### config.mk
export PLATFORM = sky130hd
export DESIGN_NAME = midi_message_boundary_parser
export DESIGN_NICKNAME = d
export VERILOG_FILES = /design/src/sv/midi_mbp_pkg.sv /design/src/sv/midi_message_boundary_parser.sv /design/src/sv/midi_mbp_step.sv
export SDC_FILE = /design/constraint.sdc
export NUM_CORES = 1
export LEC_CHECK = 0
export ABC_AREA = 1
export BUFFER_PORTS_ARGS = -buffer_cell sky130_fd_sc_hd__buf_2
export CORE_MARGIN = 3
export CORE_UTILIZATION = 35
export DETAILED_ROUTE_END_ITERATION = 8
export PLACE_DENSITY = 0.68
export RECOVER_POWER = 25
export SLEW_MARGIN = 0
export SYNTH_ARGS = -nofsm -noshare
export SYNTH_HDL_FRONTEND = slang
export SYNTH_SLANG_ARGS = --single-unit
### constraint.sdc
create_clock -name clk -period 1.41 [get_ports clk]
set_input_delay 0.282 -clock clk [delete_from_list [all_inputs] [get_ports clk]]
set_output_delay 0.282 -clock clk [all_outputs]
set_load 0.02 [all_outputs]
### src/sv/midi_mbp_pkg.sv
// Shared types, byte codes and parse state codes for the MIDI message boundary parser.
package midi_mbp_pkg;

	localparam int BYTE_W  = 8;
	localparam int STATE_W = 3;
	localparam int CFG_IDX_W = 2;

	// parse state codes; the spare code behaves as unknown
	localparam logic [STATE_W-1:0] ST_UNKNOWN   = 3'd0;
	localparam logic [STATE_W-1:0] ST_ONE_FIRST = 3'd1;
	localparam logic [STATE_W-1:0] ST_ONE_MORE  = 3'd2;
	localparam logic [STATE_W-1:0] ST_TWO_FIRST = 3'd3;
	localparam logic [STATE_W-1:0] ST_TWO_SEC   = 3'd4;
	localparam logic [STATE_W-1:0] ST_TWO_MORE  = 3'd5;
	localparam logic [STATE_W-1:0] ST_SYSEX     = 3'd6;

	// byte codes
	localparam logic [BYTE_W-1:0] STATUS_FIRST    = 8'h80;
	localparam logic [BYTE_W-1:0] CH_ONE_LO       = 8'hC0;
	localparam logic [BYTE_W-1:0] CH_ONE_HI       = 8'hDF;
	localparam logic [BYTE_W-1:0] SYS_FIRST       = 8'hF0;
	localparam logic [BYTE_W-1:0] SYSEX_START     = 8'hF0;
	localparam logic [BYTE_W-1:0] SYS_MTC         = 8'hF1;
	localparam logic [BYTE_W-1:0] SYS_SONG_POS    = 8'hF2;
	localparam logic [BYTE_W-1:0] SYS_SONG_SEL    = 8'hF3;
	localparam logic [BYTE_W-1:0] SYSEX_END       = 8'hF7;
	localparam logic [BYTE_W-1:0] RT_FIRST        = 8'hF8;
	localparam logic [BYTE_W-1:0] RT_CLOCK        = 8'hF8;
	localparam logic [BYTE_W-1:0] RT_ACTIVE_SENSE = 8'hFE;

	// configuration register indexes
	localparam logic [CFG_IDX_W-1:0] CFG_PASS_CLOCK          = 2'd0;
	localparam logic [CFG_IDX_W-1:0] CFG_PASS_ACTIVE_SENSING = 2'd1;

	typedef struct packed {
		logic pass_clock;
		logic pass_active_sensing;
	} cfg_t;

	typedef struct packed {
		logic               keep;
		logic               starts;
		logic               running;
		logic [STATE_W-1:0] next_state;
	} step_res_t;

endpackage

### src/sv/midi_message_boundary_parser.sv
// Top level: MIDI byte stream parser that marks message starts and running-status repeats.
// A result appears in the cycle after its input transfer, from the output register.
// Throughput: one byte per cycle; in_ready follows out_ready while a result is held.
// Filtered real-time bytes are taken and give no result.
// Reset (arst_n low, asynchronous): parse state unknown, both pass registers 0,
// output register empty.
module midi_message_boundary_parser
	import midi_mbp_pkg::*;
(
	input  logic                 clk,
	input  logic                 arst_n,
	input  logic                 cfg_we,
	input  logic [CFG_IDX_W-1:0] cfg_index,
	input  logic                 cfg_data,
	input  logic                 in_valid,
	output logic                 in_ready,
	input  logic [BYTE_W-1:0]    midi_byte,
	output logic                 out_valid,
	input  logic                 out_ready,
	output logic [BYTE_W-1:0]    data_byte,
	output logic                 starts_message,
	output logic                 running_repeat
);

	cfg_t               cfg_q;
	logic [STATE_W-1:0] parse_state_q;
	step_res_t          step_res;

	logic              out_valid_q;
	logic [BYTE_W-1:0] data_byte_q;
	logic              starts_q;
	logic              running_q;

	logic in_xfer;

	// Take a new byte whenever the output register is empty or drains this cycle.
	assign in_ready = !out_valid_q || out_ready;
	assign in_xfer  = in_valid && in_ready;

	midi_mbp_step u_step (
		.midi_byte (midi_byte),
		.state     (parse_state_q),
		.cfg       (cfg_q),
		.res       (step_res)
	);

	// Configuration writes; indexes beyond the list fall through and are ignored.
	always_ff @(posedge clk or negedge arst_n) begin
		if (!arst_n) begin
			cfg_q <= '0;
		end else if (cfg_we) begin
			case (cfg_index)
				CFG_PASS_CLOCK:          cfg_q.pass_clock <= cfg_data;
				CFG_PASS_ACTIVE_SENSING: cfg_q.pass_active_sensing <= cfg_data;
				default: ;
			endcase
		end
	end

	// Advance the parse state only on a kept byte; a dropped byte leaves it alone.
	always_ff @(posedge clk or negedge arst_n) begin
		if (!arst_n) begin
			parse_state_q <= ST_UNKNOWN;
		end else if (in_xfer && step_res.keep) begin
			parse_state_q <= step_res.next_state;
		end
	end

	// Output register: load on a kept byte, clear once the result is transferred.
	always_ff @(posedge clk or negedge arst_n) begin
		if (!arst_n) begin
			out_valid_q <= 1'b0;
		end else if (in_xfer) begin
			out_valid_q <= step_res.keep;
		end else if (out_ready) begin
			out_valid_q <= 1'b0;
		end
	end

	// Payload needs no reset; hold it while the result waits.
	always_ff @(posedge clk) begin
		if (in_xfer && step_res.keep) begin
			data_byte_q <= midi_byte;
			starts_q    <= step_res.starts;
			running_q   <= step_res.running;
		end
	end

	assign out_valid      = out_valid_q;
	assign data_byte      = data_byte_q;
	assign starts_message = starts_q;
	assign running_repeat = running_q;

endmodule

### src/sv/midi_mbp_step.sv
// Combinational parse step: filter, message-start flags and next parse state for one byte.
module midi_mbp_step
	import midi_mbp_pkg::*;
(
	input  logic [BYTE_W-1:0]  midi_byte,
	input  logic [STATE_W-1:0] state,
	input  cfg_t               cfg,
	output step_res_t          res
);

	always_comb begin
		res.keep = !((midi_byte == RT_CLOCK && !cfg.pass_clock) ||
			(midi_byte == RT_ACTIVE_SENSE && !cfg.pass_active_sensing));
		res.starts     = 1'b0;
		res.running    = 1'b0;
		res.next_state = state;

		if (midi_byte >= RT_FIRST) begin
			res.starts = 1'b1;
		end else if (midi_byte >= SYS_FIRST) begin
			res.starts = 1'b1;
			unique case (midi_byte) inside
				SYSEX_START:           res.next_state = ST_SYSEX;
				SYS_MTC, SYS_SONG_SEL: res.next_state = ST_ONE_FIRST;
				SYS_SONG_POS:          res.next_state = ST_TWO_FIRST;
				SYSEX_END: begin
					res.starts     = (state != ST_SYSEX);
					res.next_state = ST_UNKNOWN;
				end
				default:               res.next_state = ST_UNKNOWN;
			endcase
		end else if (midi_byte >= STATUS_FIRST) begin
			res.starts     = 1'b1;
			res.next_state = (midi_byte >= CH_ONE_LO && midi_byte <= CH_ONE_HI) ?
				ST_ONE_FIRST : ST_TWO_FIRST;
		end else begin
			unique case (state)
				ST_ONE_FIRST: res.next_state = ST_ONE_MORE;
				ST_ONE_MORE:  res.running = 1'b1;
				ST_TWO_FIRST: res.next_state = ST_TWO_SEC;
				ST_TWO_SEC:   res.next_state = ST_TWO_MORE;
				ST_TWO_MORE: begin
					res.running    = 1'b1;
					res.next_state = ST_TWO_SEC;
				end
				ST_SYSEX:     res.next_state = ST_SYSEX;
				default: begin
					// stray data byte
					res.next_state = ST_UNKNOWN;
					res.starts     = 1'b1;
				end
			endcase
		end
	end

endmodule

==> results of run 1 <==
-- final timing paths --
| path | from | to | slack [ps] | cells past startpoint |
|---|---|---|---|---|
| setup reg to reg | cfg_q[0] | data_byte[1] | 160 | 6 |
| hold reg to reg | cfg_q[0] | cfg_q[0] | 490 | 2 |
| min in group asynchronous | arst_n | parse_state_q[1] | 380 | 2 |
| hold / removal | cfg_we | cfg_q[1] | 200 | 2 |
| max in group asynchronous | arst_n | cfg_q[0] | 800 | 2 |
| setup / recovery | out_valid | in_ready | 120 | 2 |
-- through the flow --
stage                     instances  power (mW)  hold WS (ps)  cell area (sq um)  utilization
after CTS                       159        1.23           185               1060        0.474
final                           160        1.22           200               1060        0.476
after global placement          155       0.976           112               1030        0.459
after floorplan                  97       0.879         -13.6                831            -
after detailed placement        155       0.985           111               1030        0.459
after global routing            160        1.30           192               1060        0.476
-- cells in the mapped netlist --
cell type  count  area, sq um
inv_1         11         41.3
nor2_4         1         11.3
nand3_1        7         35.0
a21boi_4       1         18.8
edfxtp_1      10          300
dfrtp_1        6          150
a31oi_1        1         6.26
o21ai_0        3         15.0
inv_2          2         7.51
nor3_1         1         5.00
nor2_2         1         6.26
nand2_2        2         12.5
clkbuf_2       1         5.00
nor2_1         8         30.0
clkinv_2       1         5.00
o21ai_1        1         5.00
nand2_4        1         11.3
nand3b_1       1         7.51
a21oi_1        1         5.00
a22oi_1        1         7.51
nand3_2        1         10.0
o31ai_1        1         7.51
nand2_1       34          128
-- state kept, by name (all words and copies together) (netlist names) --
signal,count
running_repeat,1
parse_state_q,3
cfg_q,2
starts_message,1
data_byte,8
out_valid,1
-- cell families after synthesis --
group	share of synthesized area
AO/OA/AOI/OAI	0.0783
flip-flops	0.542
AND/OR/NAND/NOR	0.309
buffers and inverters	0.0708
-- power groups by stage --
stage | clock network, mW | registers (mW) | logic [mW]
CTS | 0.248 | 0.636 | 0.342
global route | 0.264 | 0.646 | 0.389
finish | 0.240 | 0.636 | 0.339
detailed placement | 0 | 0.646 | 0.339
global placement | 0 | 0.644 | 0.331
floorplan | 0 | 0.660 | 0.219
-- cell usage in the layout, fill, tap and decap left out, types with 2 or more instances in the layout --
cell,netlist,routed
clkinvlp_4,0,2
o21ai_0,3,3
clkbuf_4,0,3
nand2_1,34,33
buf_4,0,3
inv_1,11,10
nand2_2,2,2
nand2_4,1,2
nor2_1,8,8
edfxtp_1,10,10
buf_2,0,19
dfrtp_1,6,6
clkbuf_1,0,9
inv_2,2,2
nand3_1,7,7
-- layout make-up --
| type | instances | area, sq um |
|---|---|---|
| clock buffer | 3 | 22.5 |
| fill | 224 | 1170 |
| inverter | 14 | 57.6 |
| multi-input combinational | 66 | 329 |
| sequential | 16 | 450 |
| tap | 28 | 35.0 |
| timing repair buffer | 32 | 161 |
| timing repair inverter | 1 | 7.51 |
-- per-layer routing --
metal	vias up	wire (um)	global-route usage	part of all wire
met5	-	0	0	0
met4	0	44	0.0871	0.027
met3	5	154	0.0272	0.094
met2	29	717	0.209	0.44
met1	310	722	0.135	0.44
li1	382	-	-	-
-- timing repair --
item / 4_1_cts / 5_1_grt
hold buffers: 1 / 0
resized for setup: 0 / 4
hold endpoints to repair: 6 / 0
endpoints found under the setup margin: 0 / 10
==> metrics.yaml, run 1 <==
run_status:
  status: "finished, final reports clean"
power_and_ir_drop:
  power.clock.fraction: 0.198
  comb_power_share: 0.279
  vdd_ir_drop_max_mv: 0.652
  p_int_uw: 800
  p_sw_frac: 0.342
  p_leak_nw: 0.504
  powerDensity_nw_per_um2: 1140
  seqPwrFrac: 0.523
  power.switching_uw: 416
global_route:
  grt_max_degree: 11
  grt_pass1_vias: 653
  grt.total_usage: 0.124
  gr-total-overflow: 0
  grt_antenna_before_repair: 0
  grt_pass1_wl_um: 2530
synthesis:
  synthDistinctLibCells: 23
  syn-instance-count: 97
  ys_seq_elements: 16
  yosysWarnings: 0
  synth_seq_area_share: 0.542
  syn_area_sq_um: 831
  synth_nets: 113
  syn_area_per_cell_sq_um: 8.56
placed_design:
  place_congestion: 0.766
  portBuffers: 27
  hpwl_um: 1340
  dp_slack_ps: -58.3
finish:
  nets: 150
  area.growth.synth_to_final_pct: 28.0
  drive_gt1_frac: 0.288
  n_antenna_cell: 0
detailed_routing:
  drt_iter0_markers: 11
  wl_per_cell_um: 10.2
  vias: 726
  final_antenna_net_count: 0
  viasPerCell: 4.54
  drc_errors: 0
  first_pass_iters: 4
  wl_um: 1640
timing:
  slew_violations: 0
  period_share: 0.914
  finalClockSkew_ps: 2.46
  setup_violations: 0
  max_freq_mhz: 776
  tightestPinTransition_ps: 311
  setup_ws_ps: 122
  final-hold-violation-count: 0
  setup_tns_ps: 0
  period_minus_slack_ps: 1290
  relSlewSlack: 0.793
setup_path:
  path_delay_family: "flip-flops"
  critPathMaxStageDelay_ps: 430
  cp_cell_sequence: "nand2_1 -> buf_2"
  cp_max_fo: 3
  start_kind: "register"
  critPathSlowestCell: "dfrtp_1"
  crit_buf_inv: 1
  cp.arrival_ps: 1010
  cp-end-kind: "primary output"
  required_ps: 1130
  path_class: "reg -> out"
floorplan:
  ios: 28
  core_sq_um: 2230
  die_height_um: 54.7
  start_util: 0.372
  num_rows: 17
  dieArea_sq_um: 2990
  die_w_um: 54.7
clocking:
  cts.reportedPaths.clkPinSlew_ps: 90
  cts_tree: "done"
  clock_sink_count: 16
  cts_setup_buffers: 0
  cts_buffers: 3
  cts_buffer_depth: 2
  clock_latency_ps: 290
  cts_root_buffer: "clkbuf_4"
  ctsHtreeMaxLevel: 1
run:
  cap_viol_max_count: 0
min_path:
  holdCritPathClass: "in -> reg"
(Power assumes the default switching activity.)
==> run 2, diff against run 1 <==
==> constraint.sdc (replaced) <==
create_clock -name clk -period 1.6 [get_ports clk]
set_input_delay 0.32 -clock clk [delete_from_list [all_inputs] [get_ports clk]]
set_output_delay 0.32 -clock clk [all_outputs]
set_load 0.02 [all_outputs]
==> run 2 against run 1 <==
Via count shrank 0.41%. Cell count shrank 2.5%. Highest routed layer unchanged. Wire length down 5.0%. Worst hold slack better by 30 ps. Count of clock-buffer cells in the layout did not move. Critical path type is now reg -> reg.
==> metrics.yaml, run 2 (synthesized netlist as in run 1, its figures left out) <==
timing:
  final-hold-violation-count: 0
  setup_violations: 0
  tightestPinTransition_ps: 379
  max_freq_mhz: 739
  period_minus_slack_ps: 1350
  slew_violations: 0
  setup_tns_ps: 0
  rsz0062_at_grt: "false"
  finalClockSkew_ps: 2.26
  period_share: 0.846
  relSlewSlack: 0.747
finish:
  nFillCells: 228
  area.growth.synth_to_final_pct: 22.9
  layout_commonest_cell: "nand2_1"
  nets: 145
  multi_input_area_sq_um: 322
  drive_gt1_frac: 0.242
  final_cell_mix: "nand2_1, buf_2, inv_1, edfxtp_1, clkbuf_1"
  n_antenna_cell: 0
  final_area_sq_um: 1020
  fin_cells: 156
  postLayoutCoreUtil: 0.457
  largest_reg_flops: 8
  register_area_sq_um: 450
detailed_routing:
  drt_iter0_markers: 5
  viasPerCell: 4.63
  wl_um: 1560
  wl_per_cell_um: 9.97
  drc_errors: 0
  first_pass_iters: 4
  final_antenna_net_count: 0
  vias: 723
floorplan:
  die_w_um: 54.7
  core_sq_um: 2230
  start_util: 0.372
  ios: 28
  dieArea_sq_um: 2990
  die_height_um: 54.7
  num_rows: 17
global_route:
  grt_max_degree: 11
  grt.total_usage: 0.125
  grt_util_met2: 0.201
  grt_pass1_wl_um: 2590
  gr-usage-met1: 0.145
  gr-usage-met3: 0.0381
  grt_pass1_vias: 631
  globalRoute.busiestLayer: "met2"
  gr-total-overflow: 0
  grt_antenna_before_repair: 0
clocking:
  cts_tree: "done"
  cts_buffer_depth: 2
  ctsHtreeMaxLevel: 1
  clock_latency_ps: 290
  cts_setup_buffers: 0
  postCtsResizedCells: 0
  cts.reportedPaths.clkPinSlew_ps: 90
  cts_root_buffer: "clkbuf_4"
  clock_sink_count: 16
  holdBufCountCts: 1
  cts_buffers: 3
setup_path:
  path_class: "reg -> reg"
  cp_cell_sequence: "a21boi_4 -> nand2_1 -> inv_1"
  start_kind: "register"
  cp-end-kind: "register"
  cp.arrival_ps: 1310
  required_ps: 1560
  cp_max_fo: 10
  critPathSlowestCell: "dfrtp_1"
  critPathMaxStageDelay_ps: 430
placed_design:
  placed_cells: 151
  hpwl_um: 1290
  portBuffers: 27
  post_dp_cell_area_sq_um: 996
  place_congestion: 0.833
power_and_ir_drop:
  vdd_ir_drop_max_mv: 0.486
  powerDensity_nw_per_um2: 1050
  p_leak_nw: 0.493
run_status:
  status: "finished, final reports clean"
run:
  cap_viol_max_count: 0
min_path:
  holdCritPathClass: "in -> reg"
[run 2: power by group]
group          internal [mW]  switching, mW  total, mW
combinational          0.107          0.182      0.289
clock                 0.0907          0.127      0.218
sequential             0.506         0.0569      0.562
[run 2: cell type report]
| cell class | count | area share |
|---|---|---|
| clock buffer | 3 | 0.0221 |
| clock inverter | 1 | 0.00368 |
| multi-input combinational | 66 | 0.315 |
| timing repair buffer | 28 | 0.131 |
| tap | 28 | 0.0343 |
| sequential | 16 | 0.441 |
| inverter | 14 | 0.0527 |
[run 2: stage by stage]
step | total power, mW | setup WS, ps | hold slack, ps
after floorplan | 0.775 | 295 | 24.4
after global placement | 0.856 | 146 | 149
after detailed placement | 0.865 | 81.9 | 148
after CTS | 1.08 | 221 | 220
after global routing | 1.14 | 139 | 241
final | 1.07 | 246 | 229
[run 2: path summary, 6_finish.rpt]
path                            startpoint            to  slack [ps]  depth (start not counted)
worst max-delay path             out_valid  data_byte[2]         250                          3
worst min-delay path                cfg_we      cfg_q[1]         230                          2
worst max register to register   out_valid  data_byte[2]         250                          3
worst min register to register    cfg_q[0]      cfg_q[0]         500                          2
max in group asynchronous           arst_n      cfg_q[0]         950                          2
min in group asynchronous           arst_n     out_valid         420                          2
[run 2: worst max-delay path, delay by kind of cell (launching register included)]
kind            cells  cell delay, ps
flops               1             430
buf+inv             1             300
compound gates      1             200
simple gates        1              90
[run 2: layer usage]
metal	part of all wire	routed length, um
met4	0.024	37
met2	0.45	697
met5	0	0
met3	0.10	156
met1	0.43	665
==> run 3, diff against run 2 <==
--- a/config.mk
+++ b/config.mk
@@ -10,7 +10,7 @@
 export CORE_MARGIN = 3
 export CORE_UTILIZATION = 35
 export DETAILED_ROUTE_END_ITERATION = 8
-export PLACE_DENSITY = 0.68
+export PLACE_DENSITY = 0.7
 export RECOVER_POWER = 25
 export SLEW_MARGIN = 0
 export SYNTH_ARGS = -nofsm -noshare
==> constraint.sdc (replaced) <==
create_clock -name clk -period 1.18 [get_ports clk]
set_input_delay 0.236 -clock clk [delete_from_list [all_inputs] [get_ports clk]]
set_output_delay 0.236 -clock clk [all_outputs]
set_load 0.02 [all_outputs]
==> run 3 against run 2 <==
Sequential power rose by 36%. Total power grew 47%. Combinational power grew 51%. Non-clock buffer count up 12. Count of clock-buffer cells in the layout grew 1. Critical path depth is 1 lower. Worst hold slack worse by 78 ps. First-iteration DRC count up 100%. Critical endpoint is now in_ready. Die area is the same. Register-to-register slack worse by 200 ps. Utilization rose by 5.3 points. Largest cell class unchanged. Clock skew about the same.
==> metrics.yaml, run 3 (synthesized netlist as in run 1, its figures left out) <==
run_status:
  status: "finished, final reports clean"
global_route:
  grt_max_degree: 11
  grt.total_usage: 0.132
  gr-total-overflow: 0
  grt_pass1_vias: 707
  grt_antenna_before_repair: 0
  grt_pass1_wl_um: 2770
floorplan:
  start_util: 0.372
  dieArea_sq_um: 2990
  core_sq_um: 2230
  die_w_um: 54.7
  ios: 28
  num_rows: 17
  die_height_um: 54.7
clocking:
  cts_root_buffer: "clkbuf_4"
  cts_buffer_depth: 2
  clock_sink_count: 16
  ctsHtreeMaxLevel: 1
  clock_latency_ps: 290
  cts_buffers: 3
  cts_tree: "done"
  cts.reportedPaths.clkPinSlew_ps: 100
finish:
  register_area_sq_um: 453
  largest_reg_flops: 8
  nFillCells: 223
  area.growth.synth_to_final_pct: 37.2
  drive_gt1_frac: 0.364
  nets: 157
  multi_input_area_sq_um: 327
  final_cell_mix: "nand2_1, buf_2, buf_4, inv_1, edfxtp_1"
  layout_commonest_cell: "nand2_1"
  n_antenna_cell: 0
setup_path:
  cp_max_fo: 3
  required_ps: 940
  rrSetupSlack_ps: 50
  crit_buf_inv: 1
  critPathSlowestCell: "dfrtp_2"
  cp-end-kind: "primary output"
  critPathMaxStageDelay_ps: 450
  path_class: "reg -> out"
  cp.arrival_ps: 930
  start_kind: "register"
  cp_cell_sequence: "nand2_2 -> buf_6"
  path_delay_family: "flip-flops"
detailed_routing:
  final_antenna_net_count: 0
  wl_per_cell_um: 10.6
  drc_errors: 0
  wl_um: 1770
  drt_iter0_markers: 10
  viasPerCell: 4.60
  first_pass_iters: 4
  vias: 773
power_and_ir_drop:
  p_int_mw: 1.05
  p_sw_frac: 0.328
  comb_power_share: 0.279
  vdd_ir_drop_max_mv: 0.557
  power.clock.fraction: 0.234
  power_mw: 1.57
  powerDensity_nw_per_um2: 1380
  seqPwrFrac: 0.488
  p_leak_nw: 0.561
  power.switching_uw: 515
placed_design:
  place_congestion: 0.819
  hpwl_um: 1390
  portBuffers: 27
timing:
  final-hold-violation-count: 0
  finalClockSkew_ps: 2.11
  slew_violations: 0
  max_freq_mhz: 857
  relSlewSlack: 0.839
  rsz0062_at_grt: "true"
  period_minus_slack_ps: 1170
  setup_violations: 0
  tightestPinTransition_ps: 242
  period_share: 0.989
  holdWs_ps: 152
run:
  cap_viol_max_count: 0
min_path:
  holdCritPathClass: "in -> reg"
## run 3: path summary, 6_finish.rpt
path,start,end,cells after the start
worst min register to register,parse_state_q[0],parse_state_q[0],2
min in group asynchronous,arst_n,cfg_q[1],2
worst max-delay path,out_valid,in_ready,2
max in group asynchronous,arst_n,parse_state_q[0],2
worst max register to register,out_valid,data_byte[4],3
worst min-delay path,cfg_we,cfg_q[1],2
## run 3: timing repair
action                                  CTS  global route
hold buffers                              1             0
endpoints found under the setup margin   11            12
setup buffers                             0             1
resized for setup                         4             3
pin swaps                                 1             1
endpoints found under the hold margin     6             0
## run 3: through the flow
stage	std cells	setup TNS, ps	cell area (sq um)	utilization	worst slack, ps
global route	168	-78.8	1140	0.510	-26.6
floorplan	97	0	832	-	1.14
global placement	162	-276	1080	0.483	-27.8
detailed placement	162	-544	1080	0.483	-54.5
CTS	167	0	1140	0.509	7.12
finish	168	0	1140	0.510	12.5
## run 3: per-layer routing
metal | vias to the layer above | global-route usage | routed length (um)
met5 | - | 0 | 0
met4 | 0 | 0.0871 | 41
met3 | 5 | 0.0272 | 124
met2 | 32 | 0.215 | 813
met1 | 339 | 0.154 | 793
li1 | 397 | - | -
## run 3: worst reg2reg max path, delay by kind of cell, from the launching register on
kind            cells  cell delay, ps
buf+inv             1             110
flops               1             450
simple gates        1             110
compound gates      1             180
## run 3: cell type report
type,instances,area share
Clock buffer,4,0.0318
Multi-Input combinational cell,66,0.286
Timing Repair Buffer,40,0.202
Sequential cell,16,0.397
Inverter,14,0.0516
Tap cell,28,0.0307
## run 3: power groups by stage
| stage | Clock, mW | Sequential, mW | Combinational, mW |
|---|---|---|---|
| 2_1_floorplan | 0 | 0.789 | 0.263 |
| 3_3_place_gp | 0 | 0.771 | 0.413 |
| 3_5_place_dp | 0 | 0.775 | 0.423 |
| 4_1_cts | 0.376 | 0.763 | 0.435 |
| 5_1_grt | 0.396 | 0.777 | 0.494 |
| 6_report | 0.367 | 0.765 | 0.437 |
